<file path="config.mk">
export PLATFORM = sky130hd
export DESIGN_NAME = csv_enclosed_field_splitter_top
export DESIGN_NICKNAME = d
export VERILOG_FILES = /design/src/csvefs_pkg.sv /design/src/csvefs_cfg.sv /design/src/csvefs_core.sv /design/src/csvefs_outq.sv /design/src/csv_enclosed_field_splitter_top.sv
export SDC_FILE = /design/constraint.sdc
export NUM_CORES = 1
export LEC_CHECK = 0
export ABC_AREA = 1
export BUFFER_PORTS_ARGS = -buffer_cell sky130_fd_sc_hd__buf_4
export CAP_MARGIN = 5
export CORE_MARGIN = 2
export CORE_UTILIZATION = 56
export CTS_CLUSTER_DIAMETER = 30
export DETAILED_ROUTE_END_ITERATION = 10
export GPL_TIMING_DRIVEN = 0
export PLACE_DENSITY = 0.75
export SLEW_MARGIN = 30
export SYNTH_ARGS = -nofsm -noshare
export SYNTH_HDL_FRONTEND = slang
export SYNTH_SLANG_ARGS = --single-unit
</file>
<file path="constraint.sdc">
create_clock -name clk -period 6.6 [get_ports clk]
set_input_delay 0.99 -clock clk [delete_from_list [all_inputs] [get_ports clk]]
set_output_delay 0.99 -clock clk [all_outputs]
set_load 0.03 [all_outputs]
</file>
<file path="src/csvefs_pkg.sv">
`default_nettype none
package csvefs_pkg;

	localparam int OFFSET_W  = 24;
	localparam int KIND_W    = 2;
	localparam int PADDR_W   = 5;
	localparam int PDATA_W   = 32;
	localparam int REG_IDX_W = 3;

	localparam logic [OFFSET_W-1:0] OFFSET_MAX = '1;

	localparam logic [KIND_W-1:0] KIND_SEP   = 2'd0;
	localparam logic [KIND_W-1:0] KIND_LINE  = 2'd1;
	localparam logic [KIND_W-1:0] KIND_TRAIL = 2'd2;

	localparam logic [REG_IDX_W-1:0] REG_COL_SEP_BYTES  = 3'd0;
	localparam logic [REG_IDX_W-1:0] REG_COL_SEP_LENGTH = 3'd1;
	localparam logic [REG_IDX_W-1:0] REG_LINE_DLM_BYTES = 3'd2;
	localparam logic [REG_IDX_W-1:0] REG_LINE_DLM_LEN   = 3'd3;
	localparam logic [REG_IDX_W-1:0] REG_ENCLOSE_CHAR   = 3'd4;
	localparam logic [REG_IDX_W-1:0] REG_ESCAPE_CHAR    = 3'd5;

	typedef struct packed {
		logic [31:0] column_sep_bytes;
		logic [2:0]  column_sep_length;
		logic [31:0] line_delim_bytes;
		logic [2:0]  line_delim_length;
		logic [7:0]  enclose_char;
		logic [7:0]  escape_char;
	} cfg_t;

	typedef struct packed {
		logic [KIND_W-1:0]   kind;
		logic [OFFSET_W-1:0] offset;
		logic                saturated;
		logic                last;
	} res_t;

endpackage
`default_nettype wire

</file>
<file path="src/csvefs_cfg.sv">
`default_nettype none
module csvefs_cfg
	import csvefs_pkg::*;
(
	input  wire logic               clk,
	input  wire logic               arst_n,
	input  wire logic               psel,
	input  wire logic               penable,
	input  wire logic               pwrite,
	input  wire logic [PADDR_W-1:0] paddr,
	input  wire logic [PDATA_W-1:0] pwdata,
	output logic      [PDATA_W-1:0] prdata,
	output logic                    pready,
	output cfg_t                    cfg
);

	logic [REG_IDX_W-1:0] idx;
	logic                 wr;

	assign idx    = paddr[PADDR_W-1:2];
	assign wr     = psel && penable && pwrite;
	assign pready = 1'b1;

	always_ff @(posedge clk or negedge arst_n) begin
		if (!arst_n) begin
			cfg.column_sep_bytes  <= 32'd44;
			cfg.column_sep_length <= 3'd1;
			cfg.line_delim_bytes  <= 32'd10;
			cfg.line_delim_length <= 3'd1;
			cfg.enclose_char      <= 8'd34;
			cfg.escape_char       <= 8'd92;
		end else if (wr) begin
			case (idx)
				REG_COL_SEP_BYTES:  cfg.column_sep_bytes  <= pwdata;
				REG_COL_SEP_LENGTH: cfg.column_sep_length <= pwdata[2:0];
				REG_LINE_DLM_BYTES: cfg.line_delim_bytes  <= pwdata;
				REG_LINE_DLM_LEN:   cfg.line_delim_length <= pwdata[2:0];
				REG_ENCLOSE_CHAR:   cfg.enclose_char      <= pwdata[7:0];
				REG_ESCAPE_CHAR:    cfg.escape_char       <= pwdata[7:0];
				default: ;
			endcase
		end
	end

	always_comb begin
		case (idx)
			REG_COL_SEP_BYTES:  prdata = cfg.column_sep_bytes;
			REG_COL_SEP_LENGTH: prdata = {29'd0, cfg.column_sep_length};
			REG_LINE_DLM_BYTES: prdata = cfg.line_delim_bytes;
			REG_LINE_DLM_LEN:   prdata = {29'd0, cfg.line_delim_length};
			REG_ENCLOSE_CHAR:   prdata = {24'd0, cfg.enclose_char};
			REG_ESCAPE_CHAR:    prdata = {24'd0, cfg.escape_char};
			default:            prdata = '0;
		endcase
	end

endmodule
`default_nettype wire

</file>
<file path="src/csvefs_core.sv">
`default_nettype none
module csvefs_core
	import csvefs_pkg::*;
#(
	parameter int MAX_PATTERN_BYTES = 4,
	parameter int POSITION_BITS     = 24
) (
	input  wire logic       clk,
	input  wire logic       arst_n,
	input  wire cfg_t       cfg,
	input  wire logic       go,
	input  wire logic [7:0] data_byte,
	input  wire logic       end_of_data,
	output res_t            res0,
	output res_t            res1,
	output logic [1:0]      res_cnt
);

	localparam int LEN_W = $clog2(MAX_PATTERN_BYTES + 1);
	localparam int EXT_W = (POSITION_BITS > OFFSET_W) ? POSITION_BITS : OFFSET_W;
	localparam logic [LEN_W-1:0] LEN_MAX = LEN_W'(MAX_PATTERN_BYTES);

	localparam logic [2:0] ST_START  = 3'd0;
	localparam logic [2:0] ST_NORMAL = 3'd1;
	localparam logic [2:0] ST_QUOTED = 3'd2;
	localparam logic [2:0] ST_CLOSED = 3'd3;
	localparam logic [2:0] ST_SKIP   = 3'd4;

	typedef logic [MAX_PATTERN_BYTES-1:0][7:0] win_t;

	function automatic logic [LEN_W-1:0] eff_len(input logic [2:0] r);
		logic [LEN_W-1:0] l;
		if (r == 3'd0) l = LEN_W'(1);
		else if (32'(r) > MAX_PATTERN_BYTES) l = LEN_MAX;
		else l = LEN_W'(r);
		return l;
	endfunction

	function automatic logic [7:0] pat_byte(input logic [31:0] pat, input int k);
		logic [7:0] b;
		b = 8'd0;
		for (int i = 0; i < 4; i++) begin
			if (i == k) b = pat[8*i +: 8];
		end
		return b;
	endfunction

	function automatic logic win_match(input win_t w, input logic [31:0] pat,
		input logic [LEN_W-1:0] len);
		logic m;
		logic ok;
		m = 1'b0;
		for (int l = 1; l <= MAX_PATTERN_BYTES; l++) begin
			ok = 1'b1;
			for (int k = 0; k < l; k++) begin
				if (w[l-1-k] != pat_byte(pat, k)) ok = 1'b0;
			end
			if (LEN_W'(l) == len) m = ok;
		end
		return m;
	endfunction

	function automatic res_t make_res(input logic [KIND_W-1:0] kind,
		input logic [POSITION_BITS-1:0] v, input logic sat);
		res_t r;
		logic [EXT_W-1:0] ext;
		ext = EXT_W'(v);
		r.kind = kind;
		r.last = 1'b0;
		if (ext > EXT_W'(OFFSET_MAX)) begin
			r.offset    = OFFSET_MAX;
			r.saturated = 1'b1;
		end else begin
			r.offset    = OFFSET_W'(ext);
			r.saturated = sat;
		end
		return r;
	endfunction

	logic [2:0]               st_q, st_n;
	logic                     esc_q, esc_n;
	logic [POSITION_BITS-1:0] pos_q, pos_inc;
	logic                     ovf_q, ovf_inc;
	win_t                     win_q, win_n;
	logic [LEN_W-1:0]         fmf_q, fmf_inc, fmf_n;
	logic [LEN_W-1:0]         dfl_q, dfl_inc, dfl_n;
	logic [LEN_W-1:0]         slen, dlen;
	logic                     sep_win, dlm_hit, sep_emit, pos_full;
	logic [POSITION_BITS-1:0] sep_off, dlm_off;
	res_t                     r_sep, r_dlm, r_eod;

	always_comb begin
		win_n[0] = data_byte;
		for (int i = 1; i < MAX_PATTERN_BYTES; i++) win_n[i] = win_q[i-1];

		slen    = eff_len(cfg.column_sep_length);
		dlen    = eff_len(cfg.line_delim_length);
		fmf_inc = (fmf_q < LEN_MAX) ? fmf_q + 1'b1 : fmf_q;
		dfl_inc = (dfl_q < LEN_MAX) ? dfl_q + 1'b1 : dfl_q;

		sep_win = win_match(win_n, cfg.column_sep_bytes, slen);
		dlm_hit = (st_q != ST_QUOTED) && (dfl_inc >= dlen) &&
			win_match(win_n, cfg.line_delim_bytes, dlen);

		pos_full = &pos_q;
		pos_inc  = pos_full ? pos_q : pos_q + 1'b1;
		ovf_inc  = ovf_q | pos_full;
		sep_off  = pos_q - POSITION_BITS'(slen - 1'b1);
		dlm_off  = pos_q - POSITION_BITS'(dlen - 1'b1);

		st_n     = st_q;
		esc_n    = esc_q;
		fmf_n    = fmf_inc;
		dfl_n    = dfl_inc;
		sep_emit = 1'b0;
		case (st_q)
			ST_START: begin
				if (data_byte == cfg.enclose_char) begin
					st_n  = ST_QUOTED;
					esc_n = 1'b0;
				end else begin
					st_n = ST_NORMAL;
				end
			end
			ST_QUOTED: begin
				if (data_byte == cfg.escape_char) begin
					esc_n = !esc_q;
				end else if (esc_q) begin
					esc_n = 1'b0;
				end else if (data_byte == cfg.enclose_char) begin
					st_n  = ST_CLOSED;
					fmf_n = '0;
					dfl_n = '0;
				end
			end
			ST_CLOSED: begin
				if (fmf_inc >= slen) begin
					if (sep_win) begin
						sep_emit = 1'b1;
						fmf_n    = '0;
						st_n     = ST_START;
					end else begin
						st_n = ST_SKIP;
					end
				end
			end
			ST_NORMAL: ;
			default: st_n = ST_SKIP;
		endcase
		if (st_n == ST_NORMAL && fmf_inc >= slen && sep_win) begin
			sep_emit = 1'b1;
			fmf_n    = '0;
			st_n     = ST_START;
		end

		r_sep = make_res(KIND_SEP, sep_off, ovf_q);
		r_dlm = make_res(KIND_LINE, dlm_off, ovf_q);
		r_eod = make_res(KIND_TRAIL, pos_inc, ovf_inc);

		if (dlm_hit) begin
			res0      = r_dlm;
			res0.last = 1'b1;
			res1      = r_eod;
			res1.last = 1'b1;
			res_cnt   = 2'd1;
		end else begin
			res0      = sep_emit ? r_sep : r_eod;
			res0.last = !(sep_emit && end_of_data);
			res1      = r_eod;
			res1.last = 1'b1;
			res_cnt   = {1'b0, sep_emit} + {1'b0, end_of_data};
		end
	end

	always_ff @(posedge clk or negedge arst_n) begin
		if (!arst_n) begin
			st_q  <= ST_START;
			esc_q <= 1'b0;
			pos_q <= '0;
			ovf_q <= 1'b0;
			win_q <= '0;
			fmf_q <= '0;
			dfl_q <= '0;
		end else if (go) begin
			win_q <= win_n;
			if (dlm_hit || end_of_data) begin
				st_q  <= ST_START;
				esc_q <= 1'b0;
				pos_q <= '0;
				ovf_q <= 1'b0;
				fmf_q <= '0;
				dfl_q <= '0;
			end else begin
				st_q  <= st_n;
				esc_q <= esc_n;
				pos_q <= pos_inc;
				ovf_q <= ovf_inc;
				fmf_q <= fmf_n;
				dfl_q <= dfl_n;
			end
		end
	end

endmodule
`default_nettype wire

</file>
<file path="src/csvefs_outq.sv">
`default_nettype none
module csvefs_outq
	import csvefs_pkg::*;
(
	input  wire logic                clk,
	input  wire logic                arst_n,
	input  wire logic                go,
	input  wire res_t                res0,
	input  wire res_t                res1,
	input  wire logic [1:0]          res_cnt,
	output logic                     room,
	output logic                     event_valid,
	input  wire logic                event_stall,
	output logic      [KIND_W-1:0]   event_kind,
	output logic      [OFFSET_W-1:0] offset,
	output logic                     offset_saturated,
	output logic                     run_last
);

	logic v0_q, v1_q;
	res_t d0_q, d1_q;
	logic take;

	assign take  = v0_q && !event_stall;
	assign room  = !v0_q || (take && !v1_q);

	assign event_valid      = v0_q;
	assign event_kind       = d0_q.kind;
	assign offset           = d0_q.offset;
	assign offset_saturated = d0_q.saturated;
	assign run_last         = d0_q.last;

	always_ff @(posedge clk or negedge arst_n) begin
		if (!arst_n) begin
			v0_q <= 1'b0;
			v1_q <= 1'b0;
		end else if (go) begin
			v0_q <= (res_cnt != 2'd0);
			v1_q <= (res_cnt == 2'd2);
		end else if (take) begin
			v0_q <= v1_q;
			v1_q <= 1'b0;
		end
	end

	always_ff @(posedge clk) begin
		if (go) begin
			d0_q <= res0;
			d1_q <= res1;
		end else if (take) begin
			d0_q <= d1_q;
		end
	end

endmodule
`default_nettype wire

</file>
<file path="src/csv_enclosed_field_splitter_top.sv">
// Quoted CSV field splitter.
// Input channel: data_valid / data_stall carry one text byte (data_byte) per item,
// with end_of_data set on the final byte of the stream.
// Output channel: event_valid / event_stall carry one event per item: a column
// separator offset, a line length at a delimiter, or a trailing line length.
// run_last marks the last event caused by one byte; a byte causes 0 to 2 events.
// User must set patterns, quote, escape bytes via APB while idle; not enforced.
// A byte accepted into the input register passes the combinational parse step
// and is registered into the two-entry event buffer, which drives the event port.
// Throughput: one byte per cycle while the receiver does not stall; a byte with
// two events holds the input while the buffer drains.
// Reset clears the parser to line start, the window and counters to zero and
// the registers to comma, line feed, double quote and backslash.
// When the receiver stalls, the event on the port holds; data_stall rises once
// the input register holds a byte the buffer cannot take.
`default_nettype none
module csv_enclosed_field_splitter_top
	import csvefs_pkg::*;
#(
	parameter int MAX_PATTERN_BYTES = 4,
	parameter int POSITION_BITS     = 24
) (
	input  wire logic                clk,
	input  wire logic                arst_n,
	input  wire logic                psel,
	input  wire logic                penable,
	input  wire logic                pwrite,
	input  wire logic [PADDR_W-1:0]  paddr,
	input  wire logic [PDATA_W-1:0]  pwdata,
	output logic      [PDATA_W-1:0]  prdata,
	output logic                     pready,
	input  wire logic                data_valid,
	output logic                     data_stall,
	input  wire logic [7:0]          data_byte,
	input  wire logic                end_of_data,
	output logic                     event_valid,
	input  wire logic                event_stall,
	output logic      [KIND_W-1:0]   event_kind,
	output logic      [OFFSET_W-1:0] offset,
	output logic                     offset_saturated,
	output logic                     run_last
);

	cfg_t       cfg;
	logic       v_s1;
	logic [7:0] byte_s1;
	logic       eod_s1;
	logic       room;
	logic       go;
	res_t       res0, res1;
	logic [1:0] res_cnt;

	assign go         = v_s1 && room;
	assign data_stall = v_s1 && !room;

	always_ff @(posedge clk or negedge arst_n) begin
		if (!arst_n) begin
			v_s1 <= 1'b0;
		end else if (!v_s1 || go) begin
			v_s1 <= data_valid;
		end
	end

	always_ff @(posedge clk) begin
		if (data_valid && !data_stall) begin
			byte_s1 <= data_byte;
			eod_s1  <= end_of_data;
		end
	end

	csvefs_cfg u_cfg (
		.clk     (clk),
		.arst_n  (arst_n),
		.psel    (psel),
		.penable (penable),
		.pwrite  (pwrite),
		.paddr   (paddr),
		.pwdata  (pwdata),
		.prdata  (prdata),
		.pready  (pready),
		.cfg     (cfg)
	);

	csvefs_core #(
		.MAX_PATTERN_BYTES (MAX_PATTERN_BYTES),
		.POSITION_BITS     (POSITION_BITS)
	) u_core (
		.clk         (clk),
		.arst_n      (arst_n),
		.cfg         (cfg),
		.go          (go),
		.data_byte   (byte_s1),
		.end_of_data (eod_s1),
		.res0        (res0),
		.res1        (res1),
		.res_cnt     (res_cnt)
	);

	csvefs_outq u_outq (
		.clk              (clk),
		.arst_n           (arst_n),
		.go               (go),
		.res0             (res0),
		.res1             (res1),
		.res_cnt          (res_cnt),
		.room             (room),
		.event_valid      (event_valid),
		.event_stall      (event_stall),
		.event_kind       (event_kind),
		.offset           (offset),
		.offset_saturated (offset_saturated),
		.run_last         (run_last)
	);

endmodule
`default_nettype wire

</file>
==> impl_metrics.toml, run 1 <==
[status]
status = "completed"

[worst_setup_path]
crit_start = "paddr[4]"
cp_slowest_stage_delay_ns = 0.75
rrSetupSlack_ns = 2.75
reg2regPathDepth = 17
timing.rr.start = "u_cfg.cfg[52]$_DFFE_PN0P_"
endpoint = "prdata[6]"
crit_slowest_cell = "nor3_2"
start_kind = "primary input"
cp-end-kind = "output port"
path_cells = "clkbuf_1 -> nor3_2 -> inv_1 -> clkbuf_1 -> o21ai_0 -> buf_4"
worst_ep_arrival_time_ns = 3.15
cp.required_ns = 5.61
crit_type = "in -> out"
crit_path_frequent_cell = "clkbuf_1"
path_max_fanout = 10
timing.rr.end = "u_outq.offset[21]$_DFFE_PP_"

[timing]
setup_viol = 0
fmax_ghz = 0.2415
rsz0062_at_grt = "no"
tns_ns = 0
tightestPinTransition_ns = 1.000
relSlewSlack_pct = 33.34
fin_ws_ns = 2.460
fin_crit_ns = 4.140
min_period_over_period_pct = 62.73
slew_viol_final = 0
finalClockSkew_ns = 0.02134
hold_viol = 0

[run]
maxCapViolCount = 0

[placed_design]
pre_cts_slack_ns = 2.601
gp_congestion = 1.037
port_buffers = 111
dp_hpwl_um = 41300

[power]
irDropWorstVdd_v = 0.0003054
p_sw_share_pct = 37.43
seqPwrFrac_pct = 29.2
clkPwrFrac_pct = 40.8
pwr_density_cell_nw_per_um2 = 353.5
netSwitchingPower_w = 0.002325
p_leak_nw = 8.653
p_int_w = 0.003887
p_comb_share_pct = 30.0

[clocking]
clock_latency_ns = 0.57
postCtsSetupBuffers = 0
ctsResizeCount = 0
cts.clk_slew.worst_paths_ns = 0.05
hold_buffers = 0
clockRootBuffer = "clkbuf_16"
clkSinkCount = 210
h-tree-depth = 2
numCtsBuffers = 52
cts_tree = "done"
cts_buffer_depth = 3

[routing]
vias_per_cell = 5.925
wl_per_cell_um = 22.02
drt_pass1_iterations = 6
vias = 15038
drc = 0
drtIter0Drc = 2104
detail-route-antenna-nets = 0
routed_wl_um = 55880

[die]
core_area_um2 = 25180
die-area_um2 = 26960
fp.dieW_um = 164.2
start_util_pct = 57.06
row_count = 58
ioPinCount = 116
die_y_um = 164.2

[cells_and_area]
area_delta_synth_final_pct = 22.32
drive_above_1_share_pct = 14.36
nNetsFinal = 2261
diodes = 0

[yosys]
synth_top_cell_area_share_pct = 23.51
synth_area_leaders = "dfrtp_1 (24%), nand2_1 (14%), edfxtp_1 (13%)"
netlist.top_cell.by_area = "dfrtp_1"
synth_edf_count = 62
synthTopCellsByCount = "nand2_1 (553), inv_1 (255), o21ai_0 (174), nor2_1 (161), dfrtp_1 (135)"
synthFlopType = "dfrtp_1"
ys_warn_count = 0
syn_inst = 1973
synth_area_um2 = 14370
synth.distinct_cells = 50
avgSynthCellArea_um2 = 7.283
ys_seq_elements = 210
synth.most_common_cell = "nand2_1"
synthArstFlopShare_pct = 70.48
yosysSeqAreaShare_pct = 38.85

[global_route]
grt_pass1_wl_um = 83610
grt_max_degree = 52
grtUsageTotal_pct = 41.78
grt_pass1_vias = 14428
grt_antenna_before_repair = 0
grt.overflow.total = 0

[hold_path]
min_path_type = "in -> async"
## routing by layer
layer / GRT usage, % / routed length [um] / share of wire (%) / up-vias
met5: 0 / 24 / 0.043 / -
met4: 16.15 / 2117 / 3.8 / 2
met3: 13.31 / 7890 / 14 / 186
met2: 60.00 / 23120 / 41 / 1078
met1: 58.53 / 22730 / 41 / 7048
li1: - / - / - / 6724
## cells in the final DEF, fill, tap and decap left out, types with 40 or more instances in the layout
| cell | count |
|---|---|
| buf_4 | 118 |
| xnor2_1 | 74 |
| nand2_1 | 553 |
| o22ai_1 | 50 |
| clkbuf_1 | 40 |
| nand3_1 | 92 |
| dfrtp_1 | 135 |
| clkbuf_16 | 52 |
| nor2_1 | 160 |
| o21ai_0 | 174 |
| inv_1 | 255 |
| edfxtp_1 | 62 |
| ha_1 | 41 |
| a21oi_1 | 61 |
| xor2_1 | 62 |
## power groups by stage
stage / Clock (W) / Combinational (W) / Sequential [W]
6_report: 0.00254 / 0.00186 / 0.00181
5_1_grt: 0.00262 / 0.00201 / 0.00183
4_1_cts: 0.00254 / 0.00181 / 0.00180
3_5_place_dp: 0 / 0.00178 / 0.00181
3_3_place_gp: 0 / 0.00173 / 0.00181
2_1_floorplan: 0 / 0.00113 / 0.00182
## how the worst min path moves through the flow
stage / start / end / slack (ns) / depth (start not counted)
2_1_floorplan: u_cfg.cfg[51]$_DFFE_PN1P_ / u_cfg.cfg[51]$_DFFE_PN1P_ / 0.47 / 2
3_3_place_gp: u_core.dfl_q[1]$_DFFE_PN0P_ / u_core.dfl_q[1]$_DFFE_PN0P_ / 0.49 / 2
3_5_place_dp: u_core.dfl_q[1]$_DFFE_PN0P_ / u_core.dfl_q[1]$_DFFE_PN0P_ / 0.50 / 2
4_1_cts: arst_n / u_cfg.cfg[45]$_DFFE_PN0P_ / 0.34 / 1
5_1_grt: arst_n / u_cfg.cfg[45]$_DFFE_PN0P_ / 0.36 / 1
6_report: arst_n / u_cfg.cfg[45]$_DFFE_PN0P_ / 0.32 / 1
## cell families (layout without fill, tap and decap cells)
logic type | Yosys count | after routing | share of synthesized area, %
other cells | 1 | 24 | 0.02610
fa+ha+maj | 43 | 43 | 3.849
compound gates | 333 | 333 | 12.63
buf+inv | 357 | 569 | 10.27
simple gates | 892 | 892 | 25.98
xor+xnor | 137 | 137 | 8.403
flops | 210 | 210 | 38.85
## registers in the layout, summed over array words and instances (netlist names)
signal                   count
u_outq.d1_q                 25
byte_s1                      8
u_outq.run_last              1
u_core.dfl_q                 3
u_cfg.cfg                   86
eod_s1                       1
u_core.ovf_q                 1
u_outq.v1_q                  1
u_core.pos_q                24
u_outq.event_valid           1
v_s1                         1
u_core.win_n                24
u_outq.event_kind            2
u_core.fmf_q                 3
u_core.esc_q                 1
u_outq.offset_saturated      1
u_outq.offset               24
u_core.st_q                  3
## worst max-delay path: cells and delay by family
family                 cells  cell delay, ns
AOI/OAI and AO/OA          1            0.38
buffers and inverters      4            1.02
and+or+nand+nor            1            0.75
## metrics by stage
step	hold WS, ns	utilization (%)	std cells	cell area, um^2	total power [W]
after floorplan	0.4739	-	1996	14460	0.002954
after global placement	0.4918	62.35	2437	15700	0.003536
after detailed placement	0.5037	62.80	2441	15810	0.003591
after CTS	0.3383	69.78	2538	17570	0.006146
after global routing	0.3573	69.80	2538	17580	0.006456
final	0.3226	69.80	2538	17580	0.006212
## layout make-up
cell class                 instances  area [um^2]
fill                            2009         7606
multi-input combinational       1429         7417
sequential                       210         5582
clock buffer                      59         1338
inverter                         270         1013
timing repair buffer             115        930.9
buffer                            87        462.9
clock inverter                    38        419.2
tap                              330        412.9
(Power assumes the default switching activity.)
==> run 2: changes to the inputs <==
==> constraint.sdc (replaced) <==
create_clock -name clk -period 4.3 [get_ports clk]
set_input_delay 0.645 -clock clk [delete_from_list [all_inputs] [get_ports clk]]
set_output_delay 0.645 -clock clk [all_outputs]
set_load 0.03 [all_outputs]
==> run 2 against run 1 <==
  * Die area unchanged
  * Final cell count about the same
  * Sequential share of layout area about the same
  * Combinational power is 54% higher
  * Cell area is essentially flat
  * Clock power grew 54%
  * Critical endpoint is now u_outq.offset[21]$_DFFE_PP_
  * Largest cell class unchanged
==> impl_metrics.toml, run 2 (same netlist as run 1, synthesis figures left out) <==
[routing]
vias_per_cell = 5.939
drt_pass1_iterations = 5
vias = 15078
drtIter0Drc = 2074
detail-route-antenna-nets = 0
routed_wl_um = 55920
wl_per_cell_um = 22.02
drc = 0

[cells_and_area]
multiInputGateArea_um2 = 7417
finalCoreUtilization_pct = 69.84
area_delta_synth_final_pct = 22.39
largest_reg_flops = 86
largest-register = "u_cfg.cfg"
fin_cells = 2539
diodes = 0
nNetsFinal = 2262
fill_cells = 2008
layout_common_cells = "nand2_1 (553), inv_1 (255), o21ai_0 (174)"
final_common_cell = "nand2_1"
regArea_um2 = 5582
drive_above_1_share_pct = 14.35
reg.largest.list = "u_cfg.cfg (86), u_outq.d1_q (25)"

[clocking]
h-tree-depth = 2
cts_tree = "done"
clock_latency_ns = 0.57
numCtsBuffers = 52
clkSinkCount = 210
cts_buffer_depth = 3
clockRootBuffer = "clkbuf_16"
cts.clk_slew.worst_paths_ns = 0.05

[placed_design]
dp_hpwl_um = 41300
dp_cells = 2441
port_buffers = 111
gp_congestion = 1.037

[power]
netSwitchingPower_w = 0.003574
irDropWorstVdd_v = 0.0004680
p_leak_nw = 8.657
pwr_density_cell_nw_per_um2 = 542.5
clkPwrFrac_pct = 40.8
seqPwrFrac_pct = 29.2
p_sw_share_pct = 37.46
p_int_w = 0.005967
p_comb_share_pct = 30.0
totalPowerFinal_w = 0.009541

[worst_setup_path]
crit_path_frequent_cell = "nand2_1"
worst_ep_arrival_time_ns = 4.17
path_max_fanout = 4
cp.required_ns = 4.61
cp-end-kind = "flip-flop"
crit_slowest_cell = "o21ai_0"
crit_start = "u_cfg.cfg[52]$_DFFE_PN0P_"
timing.rr.start = "u_cfg.cfg[52]$_DFFE_PN0P_"
start_kind = "flip-flop"
cp_slowest_stage_delay_ns = 0.54
path_cells = "inv_1 -> o21ai_0 -> ha_1 -> ha_1 -> nand3_1 -> nand2_1 -> a21oi_1 -> o21ai_0 -> nand2_1 -> nand2_1 -> nand2_1 -> nand2_1 -> nand2_1 -> nand2_1 -> nand2_1 -> nand3_1 -> a21boi_1"
crit_type = "reg -> reg"

[timing]
setup_viol = 0
rsz0062_at_grt = "no"
fmax_ghz = 0.2591
hold_viol = 0
finalClockSkew_ns = 0.02132
min_period_over_period_pct = 89.75
tightestPinTransition_ns = 0.9615
relSlewSlack_pct = 35.90
slew_viol_final = 0
fin_crit_ns = 3.859

[run]
maxCapViolCount = 0

[die]
ioPinCount = 116
die_y_um = 164.2
core_area_um2 = 25180
start_util_pct = 57.06
row_count = 58
die-area_um2 = 26960
fp.dieW_um = 164.2

[hold_path]
hp-start = "data_byte[2]"
min_path_type = "in -> reg"

[global_route]
grtUsageTotal_pct = 41.79
grt_pass1_wl_um = 83620
grt_max_degree = 52
grt_antenna_before_repair = 0
grt.overflow.total = 0
grt_pass1_vias = 14437

[status]
status = "completed"
run 2: changes by cell type in the layout (fill, tap and decap cells not counted), sizes merged:
cell / change
dlygate4sd3: +1
run 2: per-layer routing:
layer	up-vias	global-route usage, %	routed length (um)
met4	0	16.15	2074
li1	6726	-	-
met3	173	13.31	7702
met1	7144	58.55	22840
met5	-	0	0
met2	1035	60.00	23300
run 2: timing repair:
action / in CTS / in global routing
hold buffers: 1 / 0
resized for setup: 0 / 0
endpoints found under the hold margin: 1 / 0
buffers inserted: 0 / 0
run 2: worst max-delay path: cells and delay by family (launching register included):
| family | cells | cell delay (ns) |
|---|---|---|
| AO/OA/AOI/OAI | 4 | 1.27 |
| AND/OR/NAND/NOR | 10 | 1.13 |
| adder cells (fa/ha/maj) | 2 | 0.73 |
| flip-flops | 1 | 0.39 |
| buffers and inverters | 1 | 0.08 |
run 2: final timing paths:
check                      slack [ns]                     endpoint  depth (start not counted)
min in group asynchronous        0.60    u_cfg.cfg[45]$_DFFE_PN0P_                          2
hold / removal                   0.25         byte_s1[2]$_DFFE_PP_                          1
max in group asynchronous        3.01    u_cfg.cfg[51]$_DFFE_PN1P_                          3
hold reg to reg                  0.52    u_cfg.cfg[71]$_DFFE_PN0P_                          2
setup reg to reg                 0.44  u_outq.offset[21]$_DFFE_PP_                         17
setup / recovery                 0.44  u_outq.offset[21]$_DFFE_PP_                         17
run 2: per-stage QoR:
stage	cell area [um^2]	hold slack (ns)	setup slack (ns)	TNS (ns)
after floorplan	14460	0.3494	1.413	0
final	17590	0.2474	0.4406	0
after global routing	17590	0.2436	0.1936	0
after global placement	15700	0.4918	-0.1075	-0.1075
after CTS	17580	0.2438	0.4849	0
after detailed placement	15810	0.5037	0.5228	0
run 2: power groups by stage:
| stage | Sequential, W | Clock [W] | Combinational (W) |
|---|---|---|---|
| 2_1_floorplan | 0.00280 | 0 | 0.00173 |
| 3_3_place_gp | 0.00278 | 0 | 0.00265 |
| 3_5_place_dp | 0.00279 | 0 | 0.00273 |
| 4_1_cts | 0.00276 | 0.00389 | 0.00278 |
| 5_1_grt | 0.00281 | 0.00402 | 0.00308 |
| 6_report | 0.00278 | 0.00390 | 0.00286 |
run 2: layout make-up:
type / count / share of cell area [%]
Sequential cell: 210 / 31.74
Buffer: 87 / 2.633
Timing Repair Buffer: 116 / 5.350
Clock inverter: 38 / 2.383
Clock buffer: 59 / 7.606
Multi-Input combinational cell: 1429 / 42.18
Inverter: 270 / 5.763
Tap cell: 330 / 2.348
==> run 3: changes to the inputs <==
--- a/config.mk
+++ b/config.mk
@@ -17,4 +17,5 @@
 export SLEW_MARGIN = 30
 export SYNTH_ARGS = -nofsm -noshare
 export SYNTH_HDL_FRONTEND = slang
+export SYNTH_HIERARCHICAL = 1
 export SYNTH_SLANG_ARGS = --single-unit
==> run 3 against run 2 <==
  * Cell area decreased by 1.0%
  * First-iteration DRC count fell by 16%
  * Global-route usage fell by 3.6 points
  * Sequential power is 8.3% higher
  * Final cell count up 1.1%
  * Count of clock-buffer cells in the layout down 4
  * Synthesized cell count up 2.8%
  * Total power increased by 6.2%
  * Non-clock buffer count up 9
  * Die area is 0.30% higher
  * Combinational power grew 18%
  * Largest cell class unchanged
==> impl_metrics.toml, run 3 <==
[routing]
vias_per_cell = 5.740
vias = 14729
wl_per_cell_um = 20.09
drtIter0Drc = 1732
wl_met3_um = 6670
met2_length_um = 21650
detail-route-antenna-nets = 0
wl_met1_um = 21340
dr.max_layer_used = "met4"
drt_pass1_iterations = 9
routed_wl_um = 51560
drc = 0

[cells_and_area]
nNetsFinal = 2269
area_delta_synth_final_pct = 20.80
regArea_um2 = 5672
multiInputGateArea_um2 = 7351
final_common_cell = "nand2_1"
largest-register = "u_cfg/cfg"
fill_cells = 2132
layout_common_cells = "nand2_1 (705), inv_1 (218), nor2_1 (174)"
final_cell_area_um2 = 17410
diodes = 0
reg.largest.list = "u_cfg/cfg (86), u_outq/d1_q (28)"
drive_above_1_share_pct = 14.71
largest_reg_flops = 86

[worst_setup_path]
crit_slowest_cell = "a211oi_2"
reg2regPathDepth = 17
crit_start = "u_cfg/cfg[53]$_DFFE_PN0P_"
start_kind = "flip-flop"
timing.rr.start = "u_cfg/cfg[53]$_DFFE_PN0P_"
crit_type = "reg -> reg"
crit_buf_inv = 2
crit_path_frequent_cell = "nand2_1"
cp_slowest_stage_delay_ns = 0.53
cp-end-kind = "flip-flop"
worst_ep_arrival_time_ns = 4.09
cp_top_family = "simple AND/OR/NAND/NOR gates"
path_max_fanout = 6
rrSetupSlack_ns = 0.50
path_cells = "inv_1 -> o21ai_0 -> ha_1 -> ha_1 -> nand2_1 -> nor2_1 -> a211oi_2 -> nand2_1 -> nor2_1 -> nand2_1 -> xor2_1 -> nand2_1 -> nand3_1 -> nand2_1 -> inv_1 -> nand2_1 -> nand2_1"
timing.rr.end = "u_outq/offset[17]$_DFFE_PP_"
cp.required_ns = 4.59
endpoint = "u_outq/offset[17]$_DFFE_PP_"
worst-path-stages = 17

[yosys]
synthArstFlopShare_pct = 69.48
netlist.top_cell.by_area = "dfrtp_1"
synthTopCellsByCount = "nand2_1 (706), inv_1 (219), nor2_1 (174), nand3_1 (150), o21ai_0 (145)"
synthFlopType = "dfrtp_1"
synth.most_common_cell = "nand2_1"
synth_area_leaders = "dfrtp_1 (23%), nand2_1 (18%), edfxtp_1 (14%)"
avgSynthCellArea_um2 = 7.107
synth_top_cell_area_share_pct = 23.44
ys_seq_elements = 213
synth.distinct_cells = 48
ys_warn_count = 6
synth_edf_count = 65
yosysSeqAreaShare_pct = 39.35
synth_area_um2 = 14410
syn_inst = 2028

[die]
die-area_um2 = 27040
fp.dieW_um = 164.4
core_area_um2 = 25250
ioPinCount = 116
row_count = 58
start_util_pct = 57.07
die_y_um = 164.4

[timing]
fin_crit_ns = 3.799
hold_ws_ns = 0.05705
min_period_over_period_pct = 88.34
rsz0062_at_grt = "no"
finalClockSkew_ns = 0.01959
slew_viol_final = 0
hold_viol = 0
fin_ws_ns = 0.5014
tns_ns = 0
setup_viol = 0
tightestPinTransition_ns = 0.7939
relSlewSlack_pct = 47.07
fmax_ghz = 0.2633

[clocking]
hold_buffers = 0
h-tree-depth = 2
cts_buffer_depth = 3
clockRootBuffer = "clkbuf_16"
clock_latency_ns = 0.55
cts.clk_slew.worst_paths_ns = 0.05
numCtsBuffers = 50
ctsResizeCount = 0
clkSinkCount = 213
postCtsSetupBuffers = 0
cts_tree = "done"

[power]
pwr_density_cell_nw_per_um2 = 582.1
p_comb_share_pct = 33.4
irDropWorstVdd_v = 0.0004800
p_leak_nw = 8.932
seqPwrFrac_pct = 29.7
p_sw_share_pct = 39.21
clkPwrFrac_pct = 36.9
netSwitchingPower_w = 0.003974
p_int_w = 0.006161

[placed_design]
place_area_um2 = 15710
port_buffers = 111
gp_congestion = 1.042
pre_cts_slack_ns = 0.5187
dp_hpwl_um = 38320

[hold_path]
min_path_type = "in -> async"

[run]
maxCapViolCount = 0

[status]
status = "completed"

[global_route]
grtUsageTotal_pct = 38.19
grt_pass1_vias = 13990
grt_max_degree = 77
grt_pass1_wl_um = 78190
grt.overflow.total = 0
grt_antenna_before_repair = 0
==> run 3: routing by layer <==
layer	up-vias	global-route usage [%]
met5	-	0
met4	0	13.83
met3	151	10.37
met2	940	56.16
met1	6901	54.06
li1	6737	-
==> run 3: layout make-up <==
| class | instances | area share (%) |
|---|---|---|
| buffer | 100 | 3.184 |
| clock buffer | 55 | 7.467 |
| clock inverter | 39 | 2.278 |
| inverter | 228 | 4.916 |
| multi-input combinational | 1489 | 42.22 |
| sequential | 213 | 32.58 |
| tap | 330 | 2.372 |
| timing repair buffer | 112 | 4.987 |
==> run 3: power by group through the flow <==
| stage | logic, W | registers [W] | clock network, W |
|---|---|---|---|
| final | 0.00338 | 0.00301 | 0.00374 |
| after global routing | 0.00371 | 0.00305 | 0.00388 |
| after CTS | 0.00330 | 0.00299 | 0.00377 |
| after detailed placement | 0.00328 | 0.00301 | 0 |
| after global placement | 0.00320 | 0.00300 | 0 |
| after floorplan | 0.00214 | 0.00302 | 0 |
==> run 3: how the worst min path moves through the flow <==
stage,startpoint,slack [ns],to,depth (start not counted)
after CTS,arst_n,0.08,u_cfg/cfg[34]$_DFFE_PN0P_,1
after global placement,u_cfg/cfg[4]$_DFFE_PN1P_,0.48,u_cfg/cfg[4]$_DFFE_PN1P_,2
after global routing,arst_n,0.10,u_cfg/cfg[34]$_DFFE_PN0P_,1
final,arst_n,0.06,u_cfg/cfg[34]$_DFFE_PN0P_,1
after floorplan,arst_n,0.35,u_cfg/cfg[0]$_DFFE_PN0P_,0
after detailed placement,u_cfg/cfg[3]$_DFFE_PN1P_,0.49,u_cfg/cfg[3]$_DFFE_PN1P_,2
==> run 3: worst reg2reg max path: cells and delay by family (launching register included) <==
kind / cells / cell delay, ns
buffers and inverters: 2 / 0.25
flip-flops: 1 / 0.44
AND/OR/NAND/NOR: 10 / 1.22
XOR/XNOR: 1 / 0.15
adder cells (fa/ha/maj): 2 / 0.69
AO/OA/AOI/OAI: 2 / 0.79
==> run 3: cell families after synthesis <==
kind of cell	Yosys count	share of synthesized area, %
XOR/XNOR	153	9.298
flip-flops	213	39.35
adder cells (fa/ha/maj)	22	2.014
AND/OR/NAND/NOR	1121	32.57
AO/OA/AOI/OAI	186	6.754
multiplexers	2	0.1476
buffers and inverters	328	9.784
other	3	0.07813
==> run 3: stage by stage <==
step                      util, %  cells  power, W
after global placement      62.03   2471  0.006196
after floorplan                 -   2030  0.005155
after CTS                   68.94   2566   0.01006
after global routing        68.94   2566   0.01064
final                       68.94   2566   0.01014
after detailed placement    62.22   2472  0.006292
